$ cat src/sv/vfrs_pkg.sv
`default_nettype none

package vfrs_pkg;

  // Field widths
  localparam int FREQ_BITS = 20;
  localparam int STEP_BITS = 16;
  localparam int HOLD_BITS = 16;
  localparam int CFG_INDEX_BITS = 2;
  localparam int CFG_DATA_BITS = 16;

  // Working width for ramp sums and differences: one bit above the wider operand
  localparam int SUM_BITS = ((FREQ_BITS > STEP_BITS) ? FREQ_BITS : STEP_BITS) + 1;

  // Reset values of the configuration registers
  localparam logic [STEP_BITS-1:0] STEP_CHANGE_RST = STEP_BITS'(50);
  localparam logic [STEP_BITS-1:0] STEP_START_RST  = STEP_BITS'(200);
  localparam logic [STEP_BITS-1:0] STEP_STOP_RST   = STEP_BITS'(150);
  localparam logic [HOLD_BITS-1:0] DC_HOLD_RST     = HOLD_BITS'(100);

  // Configuration register indexes
  typedef enum logic [CFG_INDEX_BITS-1:0] {
    REG_STEP_CHANGE = 2'd0,
    REG_STEP_START  = 2'd1,
    REG_STEP_STOP   = 2'd2,
    REG_DC_HOLD     = 2'd3
  } cfg_index_t;

  // Drive modes as reported on run_mode
  typedef enum logic [1:0] {
    MODE_STOPPED  = 2'd0,
    MODE_STARTING = 2'd1,
    MODE_RUNNING  = 2'd2,
    MODE_STOPPING = 2'd3
  } mode_t;

  typedef struct packed {
    logic [STEP_BITS-1:0] step_change;
    logic [STEP_BITS-1:0] step_start;
    logic [STEP_BITS-1:0] step_stop;
    logic [HOLD_BITS-1:0] dc_hold_ticks;
  } cfg_t;

  typedef struct packed {
    mode_t                mode;
    logic                 dir;
    logic [FREQ_BITS-1:0] freq;
    logic [HOLD_BITS-1:0] hold_count;
    logic                 pwm_active;
    logic                 reverse_pending;
  } ramp_state_t;

  typedef struct packed {
    logic [FREQ_BITS-1:0] target_freq;
    logic                 reverse_request;
  } in_word_t;

  typedef struct packed {
    logic [FREQ_BITS-1:0] freq_now;
    logic [1:0]           run_mode;
    logic                 reverse_dir;
    logic                 pwm_on;
    logic                 reverse_served;
  } out_word_t;

endpackage

`default_nettype wire

$ cat src/sv/vfrs_cfg_regs.sv
`default_nettype none

module vfrs_cfg_regs (
  input  wire logic                                clk,
  input  wire logic                                rst,
  input  wire logic                                cfg_valid,
  output logic                                     cfg_ready,
  input  wire logic [vfrs_pkg::CFG_INDEX_BITS-1:0] cfg_index,
  input  wire logic [vfrs_pkg::CFG_DATA_BITS-1:0]  cfg_data,
  output vfrs_pkg::cfg_t                           cfg
);

  // Writes are always taken
  assign cfg_ready = 1'b1;

  // Register file with decoded write
  always_ff @(posedge clk) begin
    if (rst) begin
      cfg.step_change   <= vfrs_pkg::STEP_CHANGE_RST;
      cfg.step_start    <= vfrs_pkg::STEP_START_RST;
      cfg.step_stop     <= vfrs_pkg::STEP_STOP_RST;
      cfg.dc_hold_ticks <= vfrs_pkg::DC_HOLD_RST;
    end else if (cfg_valid) begin
      unique case (vfrs_pkg::cfg_index_t'(cfg_index))
        vfrs_pkg::REG_STEP_CHANGE: begin
          cfg.step_change <= vfrs_pkg::STEP_BITS'(cfg_data);
        end
        vfrs_pkg::REG_STEP_START: begin
          cfg.step_start <= vfrs_pkg::STEP_BITS'(cfg_data);
        end
        vfrs_pkg::REG_STEP_STOP: begin
          cfg.step_stop <= vfrs_pkg::STEP_BITS'(cfg_data);
        end
        vfrs_pkg::REG_DC_HOLD: begin
          cfg.dc_hold_ticks <= vfrs_pkg::HOLD_BITS'(cfg_data);
        end
        default: begin
        end
      endcase
    end
  end

endmodule

`default_nettype wire

$ cat src/sv/vfrs_ramp_step.sv
`default_nettype none

module vfrs_ramp_step (
  input  wire vfrs_pkg::cfg_t        cfg,
  input  wire vfrs_pkg::ramp_state_t cur,
  input  wire vfrs_pkg::in_word_t    word,
  output vfrs_pkg::ramp_state_t      nxt,
  output vfrs_pkg::out_word_t        res
);

  logic [vfrs_pkg::SUM_BITS-1:0] f_ext;
  logic [vfrs_pkg::SUM_BITS-1:0] tgt_ext;
  logic [vfrs_pkg::SUM_BITS-1:0] start_sum;
  logic [vfrs_pkg::SUM_BITS-1:0] change_up;
  logic [vfrs_pkg::SUM_BITS-1:0] change_dn;
  logic [vfrs_pkg::SUM_BITS-1:0] over_tgt;
  logic [vfrs_pkg::SUM_BITS-1:0] stop_dn;
  logic [vfrs_pkg::SUM_BITS-1:0] change_ext;
  logic [vfrs_pkg::SUM_BITS-1:0] stop_ext;
  logic                          pending;
  logic                          served;

  // Ramp arithmetic in a common width
  always_comb begin
    f_ext      = vfrs_pkg::SUM_BITS'(cur.freq);
    tgt_ext    = vfrs_pkg::SUM_BITS'(word.target_freq);
    change_ext = vfrs_pkg::SUM_BITS'(cfg.step_change);
    stop_ext   = vfrs_pkg::SUM_BITS'(cfg.step_stop);
    start_sum  = f_ext + vfrs_pkg::SUM_BITS'(cfg.step_start);
    change_up  = f_ext + change_ext;
    change_dn  = f_ext - change_ext;
    over_tgt   = f_ext - tgt_ext;
    stop_dn    = f_ext - stop_ext;
  end

  // Mode sequencing for one tick
  always_comb begin
    pending             = cur.reverse_pending | word.reverse_request;
    served              = 1'b0;
    nxt                 = cur;
    nxt.reverse_pending = pending;
    unique case (cur.mode)
      vfrs_pkg::MODE_STARTING: begin
        if (cur.freq == '0) begin
          nxt.pwm_active = 1'b1;
        end
        if (start_sum >= tgt_ext) begin
          nxt.freq = word.target_freq;
          nxt.mode = vfrs_pkg::MODE_RUNNING;
        end else begin
          nxt.freq = start_sum[vfrs_pkg::FREQ_BITS-1:0];
        end
      end
      vfrs_pkg::MODE_STOPPING: begin
        if (f_ext <= stop_ext) begin
          nxt.freq = '0;
          // DC hold at zero, then PWM off
          if (cur.hold_count == '0) begin
            nxt.pwm_active = 1'b0;
            nxt.mode       = vfrs_pkg::MODE_STOPPED;
          end else begin
            nxt.hold_count = cur.hold_count - vfrs_pkg::HOLD_BITS'(1);
          end
        end else begin
          nxt.freq = stop_dn[vfrs_pkg::FREQ_BITS-1:0];
        end
      end
      vfrs_pkg::MODE_RUNNING: begin
        if (f_ext < tgt_ext) begin
          if (change_up > tgt_ext) begin
            nxt.freq = word.target_freq;
          end else begin
            nxt.freq = change_up[vfrs_pkg::FREQ_BITS-1:0];
          end
        end else if (f_ext > tgt_ext) begin
          if (over_tgt < change_ext) begin
            nxt.freq = word.target_freq;
          end else begin
            nxt.freq = change_dn[vfrs_pkg::FREQ_BITS-1:0];
          end
        end
        // Reversal in run: ramp down first, reload DC hold
        if (pending) begin
          nxt.mode       = vfrs_pkg::MODE_STOPPING;
          nxt.hold_count = cfg.dc_hold_ticks;
        end
      end
      vfrs_pkg::MODE_STOPPED: begin
        if (pending) begin
          nxt.dir             = ~cur.dir;
          nxt.mode            = vfrs_pkg::MODE_STARTING;
          nxt.reverse_pending = 1'b0;
          served              = 1'b1;
        end
      end
      default: begin
      end
    endcase
  end

  // Result word reflects state after the tick
  always_comb begin
    res.freq_now       = nxt.freq;
    res.run_mode       = nxt.mode;
    res.reverse_dir    = nxt.dir;
    res.pwm_on         = nxt.pwm_active;
    res.reverse_served = served;
  end

endmodule

`default_nettype wire

$ cat src/sv/vfd_frequency_ramp_sequencer_core.sv
`default_nettype none

// Channel | Dir | Handshake          | Word
// --------+-----+--------------------+---------------------------------------
// cfg     | in  | cfg_valid/ready    | cfg_index, cfg_data (register write)
// in      | in  | in_valid/in_stall  | in_word: target_freq, reverse_request
// out     | out | out_valid/out_stall| in order, one result word per tick
//
// One tick word per cycle sustained while out_stall is low; each word passes the
// input register, then the ramp/mode logic into the result register.
// rst is synchronous: stopped, forward, zero frequency, PWM off, config at
// its defaults. A stalled result word holds the result register; the input
// register keeps accepting until it too is occupied.
module vfd_frequency_ramp_sequencer_core (
  input  wire logic                                clk,
  input  wire logic                                rst,
  input  wire logic                                cfg_valid,
  output logic                                     cfg_ready,
  input  wire logic [vfrs_pkg::CFG_INDEX_BITS-1:0] cfg_index,
  input  wire logic [vfrs_pkg::CFG_DATA_BITS-1:0]  cfg_data,
  input  wire logic                                in_valid,
  output logic                                     in_stall,
  input  wire vfrs_pkg::in_word_t                  in_word,
  output logic                                     out_valid,
  input  wire logic                                out_stall,
  output vfrs_pkg::out_word_t                      out_word
);

  vfrs_pkg::cfg_t        cfg;
  vfrs_pkg::ramp_state_t state;
  vfrs_pkg::ramp_state_t state_next;
  vfrs_pkg::out_word_t   res_next;
  vfrs_pkg::in_word_t    in_reg;
  logic                  in_reg_valid;
  logic                  advance;
  logic                  take_in;

  vfrs_cfg_regs u_cfg (
    .clk       (clk),
    .rst       (rst),
    .cfg_valid (cfg_valid),
    .cfg_ready (cfg_ready),
    .cfg_index (cfg_index),
    .cfg_data  (cfg_data),
    .cfg       (cfg)
  );

  vfrs_ramp_step u_step (
    .cfg  (cfg),
    .cur  (state),
    .word (in_reg),
    .nxt  (state_next),
    .res  (res_next)
  );

  // Pipeline flow control
  assign advance  = ~out_valid | ~out_stall;
  assign in_stall = in_reg_valid & ~advance;
  assign take_in  = in_valid & ~in_stall;

  // Input register
  always_ff @(posedge clk) begin
    if (rst) begin
      in_reg_valid <= 1'b0;
    end else if (take_in) begin
      in_reg_valid <= 1'b1;
    end else if (advance) begin
      in_reg_valid <= 1'b0;
    end
    if (take_in) begin
      in_reg <= in_word;
    end
  end

  // Ramp state and result register
  always_ff @(posedge clk) begin
    if (rst) begin
      state.mode            <= vfrs_pkg::MODE_STOPPED;
      state.dir             <= 1'b0;
      state.freq            <= '0;
      state.hold_count      <= '0;
      state.pwm_active      <= 1'b0;
      state.reverse_pending <= 1'b0;
      out_valid             <= 1'b0;
    end else if (advance) begin
      out_valid <= in_reg_valid;
      if (in_reg_valid) begin
        state <= state_next;
      end
    end
    if (advance && in_reg_valid) begin
      out_word <= res_next;
    end
  end

endmodule

`default_nettype wire
$ cat config.mk
export PLATFORM = sky130hd
export DESIGN_NAME = vfd_frequency_ramp_sequencer_core
export DESIGN_NICKNAME = d
export VERILOG_FILES = /design/src/sv/vfrs_pkg.sv /design/src/sv/vfrs_cfg_regs.sv /design/src/sv/vfrs_ramp_step.sv /design/src/sv/vfd_frequency_ramp_sequencer_core.sv
export SDC_FILE = /design/constraint.sdc
export NUM_CORES = 1
export LEC_CHECK = 0
export BUFFER_PORTS_ARGS = -buffer_cell sky130_fd_sc_hd__buf_4
export CORE_MARGIN = 8
export CORE_UTILIZATION = 63
export DETAILED_ROUTE_END_ITERATION = 7
export PLACE_DENSITY_LB_ADDON = 0.2
export SETUP_SLACK_MARGIN = 0.1
export SLEW_MARGIN = 20
export SYNTH_ARGS = -nofsm -noshare
export SYNTH_HDL_FRONTEND = slang
export SYNTH_SLANG_ARGS = --single-unit
export TNS_END_PERCENT = 10
$ cat constraint.sdc
create_clock -name clk -period 6.59 [get_ports clk]
set_input_delay 0.659 -clock clk [delete_from_list [all_inputs] [get_ports clk]]
set_output_delay 0.659 -clock clk [all_outputs]
set_load 0.01 [all_outputs]
-- Word level (Yosys, flattened, before mapping)
Index checks and enable logic that the tools add are counted.
Widths: inputs -> output; s select.
- bits in registers: 153
- latch bits: 0
- RAM bits: 0
- ROM bits: 0
- bits of input ports: 44
- output and inout bits: 28
- word-level logic and storage cells: 87
- memories kept: 0
- $add $sub $neg: 6
- multiply operators: 0
- divide/modulo/power cells: 0
- magnitude comparators: 6
- equality and inequality tests: 9
- shift operators: 0
- muxes and demuxes: 25
- bitwise logic cells: 9
- reductions and logical operators: 13
- operators with widths (kind ; number):
    $mux 20 ; 6
    $pmux 20 s3 ; 1
    $add 20x16->21 ; 2
    $sub 20x16->20 ; 2
    $mux 16 ; 2
    $pmux 16 s2 ; 1
    $ge 21x20->1 ; 1
    $gt 21x20->1 ; 1
    $lt 21x16->1 ; 1
    $sub 20x20->21 ; 1
    $gt 20x20->1 ; 1
    $le 20x16->1 ; 1
    $logic_not 20->1 ; 1
    $lt 20x20->1 ; 1
    $mux 17 ; 1
    $logic_not 16->1 ; 1
    $sub 16x1->16 const B ; 1
    $reduce_and 2->1 ; 5
    $eq 2x2->1 const B ; 4
    $mux 2 ; 4
    $pmux 2 s4 ; 1
    $mux 1 ; 7
    $reduce_and 6->1 ; 1
    $not 1->1 ; 5
    other kinds (10) ; 16

-- Depth between registers and ports, before layout
Gate-level depths: netlist of run 1.
- depth in word-level cells: 7
- depth in mapped cells: 23
- gate-level depth less buffers: 21

-- By module
A second synthesis of run 1 with hierarchy kept.
- cell total of the unflattened synthesis: 1729
- area, all modules: 14331.2 um^2
- by module, submodules not included (module ; times used ; cells each ; area each (um^2) ; sequential area each (um^2)):
    vfrs_ramp_step ; 1 ; 1256 ; 8424.3 ; 0.0
    vfd_frequency_ramp_sequencer_core ; 1 ; 234 ; 3333.2 ; 2242.2
    vfrs_cfg_regs ; 1 ; 239 ; 2573.7 ; 1281.2

-- Worst setup path after synthesis of run 1
Ideal clock, no wire load.
- kind: reg2reg
- start point: register state[19] in the netlist's numbering
- end point: register out_word[11] in the netlist's numbering (data pin)
- setup time: 0.279 ns
- arrival time: 4.638 ns
- required time: 6.311 ns
- slack: 1.674 ns
- stages on the path, launching flop included: 20
- path buffers: 0
- period minus slack after synthesis: 4.916 ns
- path through: dfxtp_1 inv_1 fa_1 o21ba_2 nor4_1 o311a_1 a21oi_1 o31ai_1 xor2_1 ha_1 a22oi_1 nand2_1 a31oi_1 o211ai_1 o211a_1 nor2_1 mux2_2 a222oi_1 a21oi_1 a2bb2oi_1
- RTL lines (what ; line ; RTL):
    start: declaration ; vfd_frequency_ramp_sequencer_core.sv:30 ; vfrs_pkg::ramp_state_t state;
    start signal: assignment ; vfd_frequency_ramp_sequencer_core.sv:88 ; state <= state_next;
    end signal: assignment ; vfd_frequency_ramp_sequencer_core.sv:92 ; out_word <= res_next;
    end: declaration ; vfd_frequency_ramp_sequencer_core.sv:26 ; output vfrs_pkg::out_word_t out_word

==> flow_summary.toml, run 1 <==
[clocking]
clk_latency_ps = 450
cts.htree.levels = 4
postCtsSetupRepairBufs = 0
cts_buffers = 17
clk_pin_slew_worst_paths_ps = 80
postCtsHoldBufs = 0
cts-resized-gates = 0
cts.sinks = 153
cts_tree = "yes"
root_buffer = "clkbuf_16"
cts_buffer_depth = 2

[grt]
grt_start_max_net_pins = 78
antenna_found_initial = 0
grt_pass1_vias = 12550
grt_pass1_wl_mm = 73.43
grt_use_total_pct = 36.76
grt_overflow_total = 0

[floorplan]
die_x_um = 159.7
coreArea_um2 = 20230
ios = 72
fp-row-count = 52
die_area_um2 = 25510
die-height_um = 159.7
start_util_pct = 64.32

[cells_and_area]
n_antenna_cell = 0
final_cells = 1966
drive_gt1_share_pct = 10.32
stdcell_area_um2 = 14340
top_regs = "u_cfg.cfg: 64 flops, state: 41 flops, out_word: 25 flops"
regMostFlops = "u_cfg.cfg"
nNetsFinal = 1872
regArea_um2 = 3523
largest_reg_flops = 64
n_fill_cell = 1654
multi_input_area_um2 = 8813
syn2layout_area_growth_pct = 10.14

[yosys]
yosys_warnings = 0
synth-seq-cells = 153
synth_common_cells = "nand2_1, a21oi_1, ha_1"
ys.flop_type = "dfxtp_1"
synth_area_leaders = "dfxtp_1, ha_1, edfxtp_1, nand2_1, a21oi_1"
yosysSeqAreaShare_pct = 27.07
yosysTopAreaCellShare_pct = 16.46
synthMostInstantiatedCell = "nand2_1"
synthCells = 1646
ys_types = 87
avgSynthCellArea_um2 = 7.907
syn-num-nets = 1835
synth_edf_count = 46
synth_top_cell_by_area = "dfxtp_1"
synth.cell_area_um2 = 13010
ys_async_sr_fraction_pct = 0

[sta]
min_period_ps = 6132
setup_viol = 0
rsz0062_at_grt = "false"
clock_skew_ps = 21.13
fin_setup_tns_ps = 0
finalCritPeriodShare_pct = 93.05
hold_viol_final = 0
relSlewSlack_pct = 29.54
slew_viol_final = 0
max_freq_mhz = 163.1
worst_slew_pin_slew_ps = 1046

[detailed_routing]
vias = 13500
drc = 0
drt_iter0_drc = 1713
drt_wl_total_mm = 48.07
drt_pre_antenna_iters = 8
vias_per_cell = 6.865
ant_nets = 0
wl_per_cell_um = 24.45

[flow_run]
drv_cap = 0

[placement]
gp_congestion = 1.105
portBuffers = 70
hpwl_mm = 36.42
placed_area_um2 = 13690
place_inst = 1934

[power]
p_sw_mw = 1.032
p_leak_nw = 6.233
internal_power_mw = 1.807
power_frac_clock_pct = 37.5
ir_worst_vdd_mv = 0.1787
p_seq_share_pct = 37.1
powerDensity_nw_per_um2 = 198.0
switching_share_pct = 36.36
combPwrFrac_pct = 25.4

[worst_hold_path]
hold_depth = 1
min_to = "in_reg[9]"
hp-start = "in_word[9]"
hold_path.class = "input pin to flip-flop"

[setup_path]
cp_common_cell = "a21oi_1"
required_ps = 6750
reg2reg_to = "out_word[11]"
crit_chain = "inv_1, fa_1, o21ba_2, nor4_1, o311a_1, a21oi_1, o31ai_1, xor2_1, ha_1, a22oi_1, nand2_1, a31oi_1, o211ai_1, o211a_1, nor2_2, buf_4, mux2_2, a222oi_1, a21oi_1, a2bb2oi_1"
crit_type = "flip-flop to flip-flop"
critPathMaxFanout = 12
r2r_cells = 20
cp.arrival_ps = 6290
slowest_delay_ps = 680
startpoint_type = "flip-flop"
crit_slowest_cell = "dfxtp_1"
end_kind = "flip-flop"
timing.rr.start = "state[19]"
reg2reg_slack_ps = 460

[status]
status = "finished, final reports clean"
==> power groups by stage <==
stage                     logic [mW]  clock network (mW)  registers (mW)
final                          0.720                1.06            1.05
after global routing           0.777                1.09            1.06
after CTS                      0.690                1.06            1.05
after detailed placement       0.683                   0            1.07
after global placement         0.671                   0            1.07
after floorplan                0.470                   0            1.06
==> layout by cell type, fill, tap and decap left out, types with 13 or more instances in the layout <==
cell type	n
nand4_1	13
nand2b_1	13
o31ai_1	14
o21a_1	28
o21bai_1	15
a22oi_1	19
and3_1	15
nand3_1	34
xnor2_1	48
xor2_1	26
edfxtp_1	46
o21ai_0	81
a211oi_1	27
nor2_1	129
a21o_1	26
a21oi_1	170
buf_4	93
o211ai_1	21
ha_1	140
nor3_1	37
inv_1	84
or2_2	13
nand2_1	232
dfxtp_1	107
mux2i_1	19
a31oi_1	26
clkbuf_16	17
==> metrics by stage <==
stage | util [%] | setup slack (ps) | power (mW) | hold slack (ps)
2_1_floorplan | - | 1674 | 1.529 | 436.3
4_1_cts | 70.81 | 651.0 | 2.799 | 375.0
3_5_place_dp | 67.65 | 716.1 | 1.755 | 448.6
3_3_place_gp | 67.65 | 838.0 | 1.743 | 442.8
5_1_grt | 70.84 | 136.5 | 2.925 | 374.1
6_report | 70.84 | 458.3 | 2.839 | 381.4
==> cell type report <==
| class | count | share of cell area (%) |
|---|---|---|
| clock buffer | 17 | 2.968 |
| clock inverter | 15 | 1.493 |
| inverter | 86 | 2.252 |
| multi-input combinational | 1332 | 61.48 |
| sequential | 153 | 24.58 |
| tap | 270 | 2.357 |
| timing repair buffer | 93 | 4.870 |
==> worst max-delay path: cells and delay by family, from the launching register on <==
kind / cells / cell delay (ps)
and+or+nand+nor: 3 / 460
muxes: 1 / 360
AOI/OAI and AO/OA: 11 / 2870
buffers and inverters: 2 / 420
adders and majority gates: 2 / 780
DFF: 1 / 680
xor gates and xnor gates: 1 / 250
==> kinds of logic after synthesis <==
kind of cell / count (synthesis) / share of synthesized area [%]
multiplexers: 25 / 1.980
flip-flops: 153 / 27.07
adder cells (fa/ha/maj): 145 / 14.23
XOR/XNOR: 74 / 4.980
buffers and inverters: 161 / 5.374
AND/OR/NAND/NOR: 558 / 19.66
other: 1 / 0.02881
AO/OA/AOI/OAI: 529 / 26.68
==> layer usage <==
layer / share of wire (%) / global-route usage (%) / routed length, um
met5: 0 / 0 / 0
met4: 6.4 / 20.63 / 3097
met3: 13 / 10.46 / 6066
met2: 42 / 55.42 / 20400
met1: 38 / 46.51 / 18500
==> how the worst max path moves through the flow <==
stage,from,endpoint,slack [ps],cells after the start
finish,state[19],out_word[11],460,20
global route,state[19],out_word[11],140,20
detailed placement,state[19],out_word[11],720,20
CTS,state[19],out_word[11],650,20
floorplan,state[19],out_word[11],1670,19
global placement,in_reg[1],out_word[24],840,20
No activity file was read; power rests on OpenSTA's default activity.
==> run 2, diff against run 1 <==
--- a/config.mk
+++ b/config.mk
@@ -9,7 +9,7 @@
 export CORE_MARGIN = 8
 export CORE_UTILIZATION = 63
 export DETAILED_ROUTE_END_ITERATION = 7
-export PLACE_DENSITY_LB_ADDON = 0.2
+export PLACE_DENSITY = 0.82
 export SETUP_SLACK_MARGIN = 0.1
 export SLEW_MARGIN = 20
 export SYNTH_ARGS = -nofsm -noshare
==> run 2 against run 1 <==
Effect of this change:
- via count decreased by 0.96%
- sequential cell count unchanged
- combinational power about the same
- setup slack improved by 100 ps
- wire length decreased by 1.1%
- global-route usage decreased by 0.53 points
- die area unchanged
- design area about the same
- sequential share of layout area about the same
- final cell count about the same
- non-clock buffer count decreased by 1
- critical path type unchanged
==> flow_summary.toml, run 2 (synthesized netlist as in run 1, its figures left out) <==
[clocking]
cts_buffers = 17
cts_buffer_depth = 2
postCtsHoldBufs = 0
cts.htree.levels = 4
cts-resized-gates = 0
cts.sinks = 153
clk_latency_ps = 450
cts_tree = "yes"
root_buffer = "clkbuf_16"
clk_pin_slew_worst_paths_ps = 90
postCtsSetupRepairBufs = 0

[setup_path]
timing.rr.start = "state[19]"
worst-path-buf-inv = 2
startpoint = "state[19]"
reg2reg_to = "out_word[11]"
crit_slowest_cell = "dfxtp_1"
slowest_delay_ps = 690
worstSetupEndpoint = "out_word[11]"
required_ps = 6770
cp_common_cell = "a21oi_1"
path_delay_family = "compound AO/OA/AOI/OAI gates"
crit_chain = "inv_1, fa_1, o21ba_2, nor4_1, o311a_1, a21oi_1, o31ai_1, xor2_1, ha_1, a22oi_1, nand2_1, a31oi_1, o211ai_1, o211a_1, nor2_2, buf_4, mux2_2, a222oi_1, a21oi_1, a2bb2oi_1"
cp.arrival_ps = 6210
crit_type = "flip-flop to flip-flop"
end_kind = "flip-flop"
reg2reg_slack_ps = 560
cp.depth = 20
critPathMaxFanout = 14
startpoint_type = "flip-flop"
r2r_cells = 20

[cells_and_area]
syn2layout_area_growth_pct = 10.06
final_cell_mix = "nand2_1, a21oi_1, ha_1, nor2_1, dfxtp_1"
largest_reg_flops = 64
stdcell_area_um2 = 14320
regArea_um2 = 3523
nNetsFinal = 1871
n_antenna_cell = 0
drive_gt1_share_pct = 10.21
layout.cells.most_common = "nand2_1"
n_fill_cell = 1656
top_regs = "u_cfg.cfg: 64 flops, state: 41 flops, out_word: 25 flops"
utilization_pct = 70.79
regMostFlops = "u_cfg.cfg"
final_cells = 1965
multi_input_area_um2 = 8815

[placement]
hpwl_mm = 36.65
portBuffers = 70
dpl_worst_slack_ps = 708.1
placed_area_um2 = 13680
gp_congestion = 1.012
place_inst = 1933

[sta]
worst_slew_pin_slew_ps = 1133
rsz0062_at_grt = "false"
clock_skew_ps = 15.78
finalCritPeriodShare_pct = 91.50
min_period_ps = 6030
max_freq_mhz = 165.8
setup_viol = 0
slew_viol_final = 0
holdWs_ps = 378.7
fin_setup_tns_ps = 0
relSlewSlack_pct = 23.89
hold_viol_final = 0
fin_ws_ps = 560.4

[detailed_routing]
drt_pre_antenna_iters = 6
drt_iter0_drc = 1831
drt_wl_total_mm = 47.52
vias_per_cell = 6.803
ant_nets = 0
wl_per_cell_um = 24.18
vias = 13370
drc = 0

[floorplan]
fp-row-count = 52
die-height_um = 159.7
start_util_pct = 64.32
die_area_um2 = 25510
die_x_um = 159.7
ios = 72
coreArea_um2 = 20230

[status]
status = "finished, final reports clean"

[grt]
antenna_found_initial = 1
grt_pass1_wl_mm = 72.30
grt_overflow_total = 0
grt_start_max_net_pins = 88
grt_use_total_pct = 36.22
grt_pass1_vias = 12570

[power]
ir_worst_vdd_mv = 0.2044
p_leak_nw = 6.231
power_mw = 2.830
powerDensity_nw_per_um2 = 197.6

[flow_run]
drv_cap = 0

[worst_hold_path]
hold_path.class = "input pin to flip-flop"
run 2: report_power, final:
part | switching (mW) | leakage [nW] | internal, mW
Sequential | 0.0387 | 1.32 | 1.01
Combinational | 0.455 | 4.61 | 0.264
Clock | 0.531 | 0.304 | 0.530
Total | 1.02 | 6.23 | 1.81
run 2: layer usage:
layer	vias up	track usage, %	share of wire [%]
met5	-	0	0.027
met4	2	22.38	6.6
met3	200	8.483	12
met2	862	54.87	42
met1	6208	45.96	39
li1	6096	-	-
run 2: how the worst min path moves through the flow:
stage	end	slack (ps)	startpoint	cells after the start
after global routing	in_reg[9]	370	in_word[9]	1
after floorplan	u_cfg.cfg[19]	440	u_cfg.cfg[19]	2
after detailed placement	u_cfg.cfg[4]	450	u_cfg.cfg[4]	2
final	in_reg[9]	380	in_word[9]	1
after global placement	u_cfg.cfg[29]	440	u_cfg.cfg[29]	2
after CTS	in_reg[9]	380	in_word[9]	1
run 2: final cells by class:
class                      count  area share, %
multi-input combinational   1332          61.54
inverter                      86          2.254
sequential                   153          24.60
tap                          270          2.358
clock inverter                15          1.459
clock buffer                  17          2.970
timing repair buffer          92          4.822
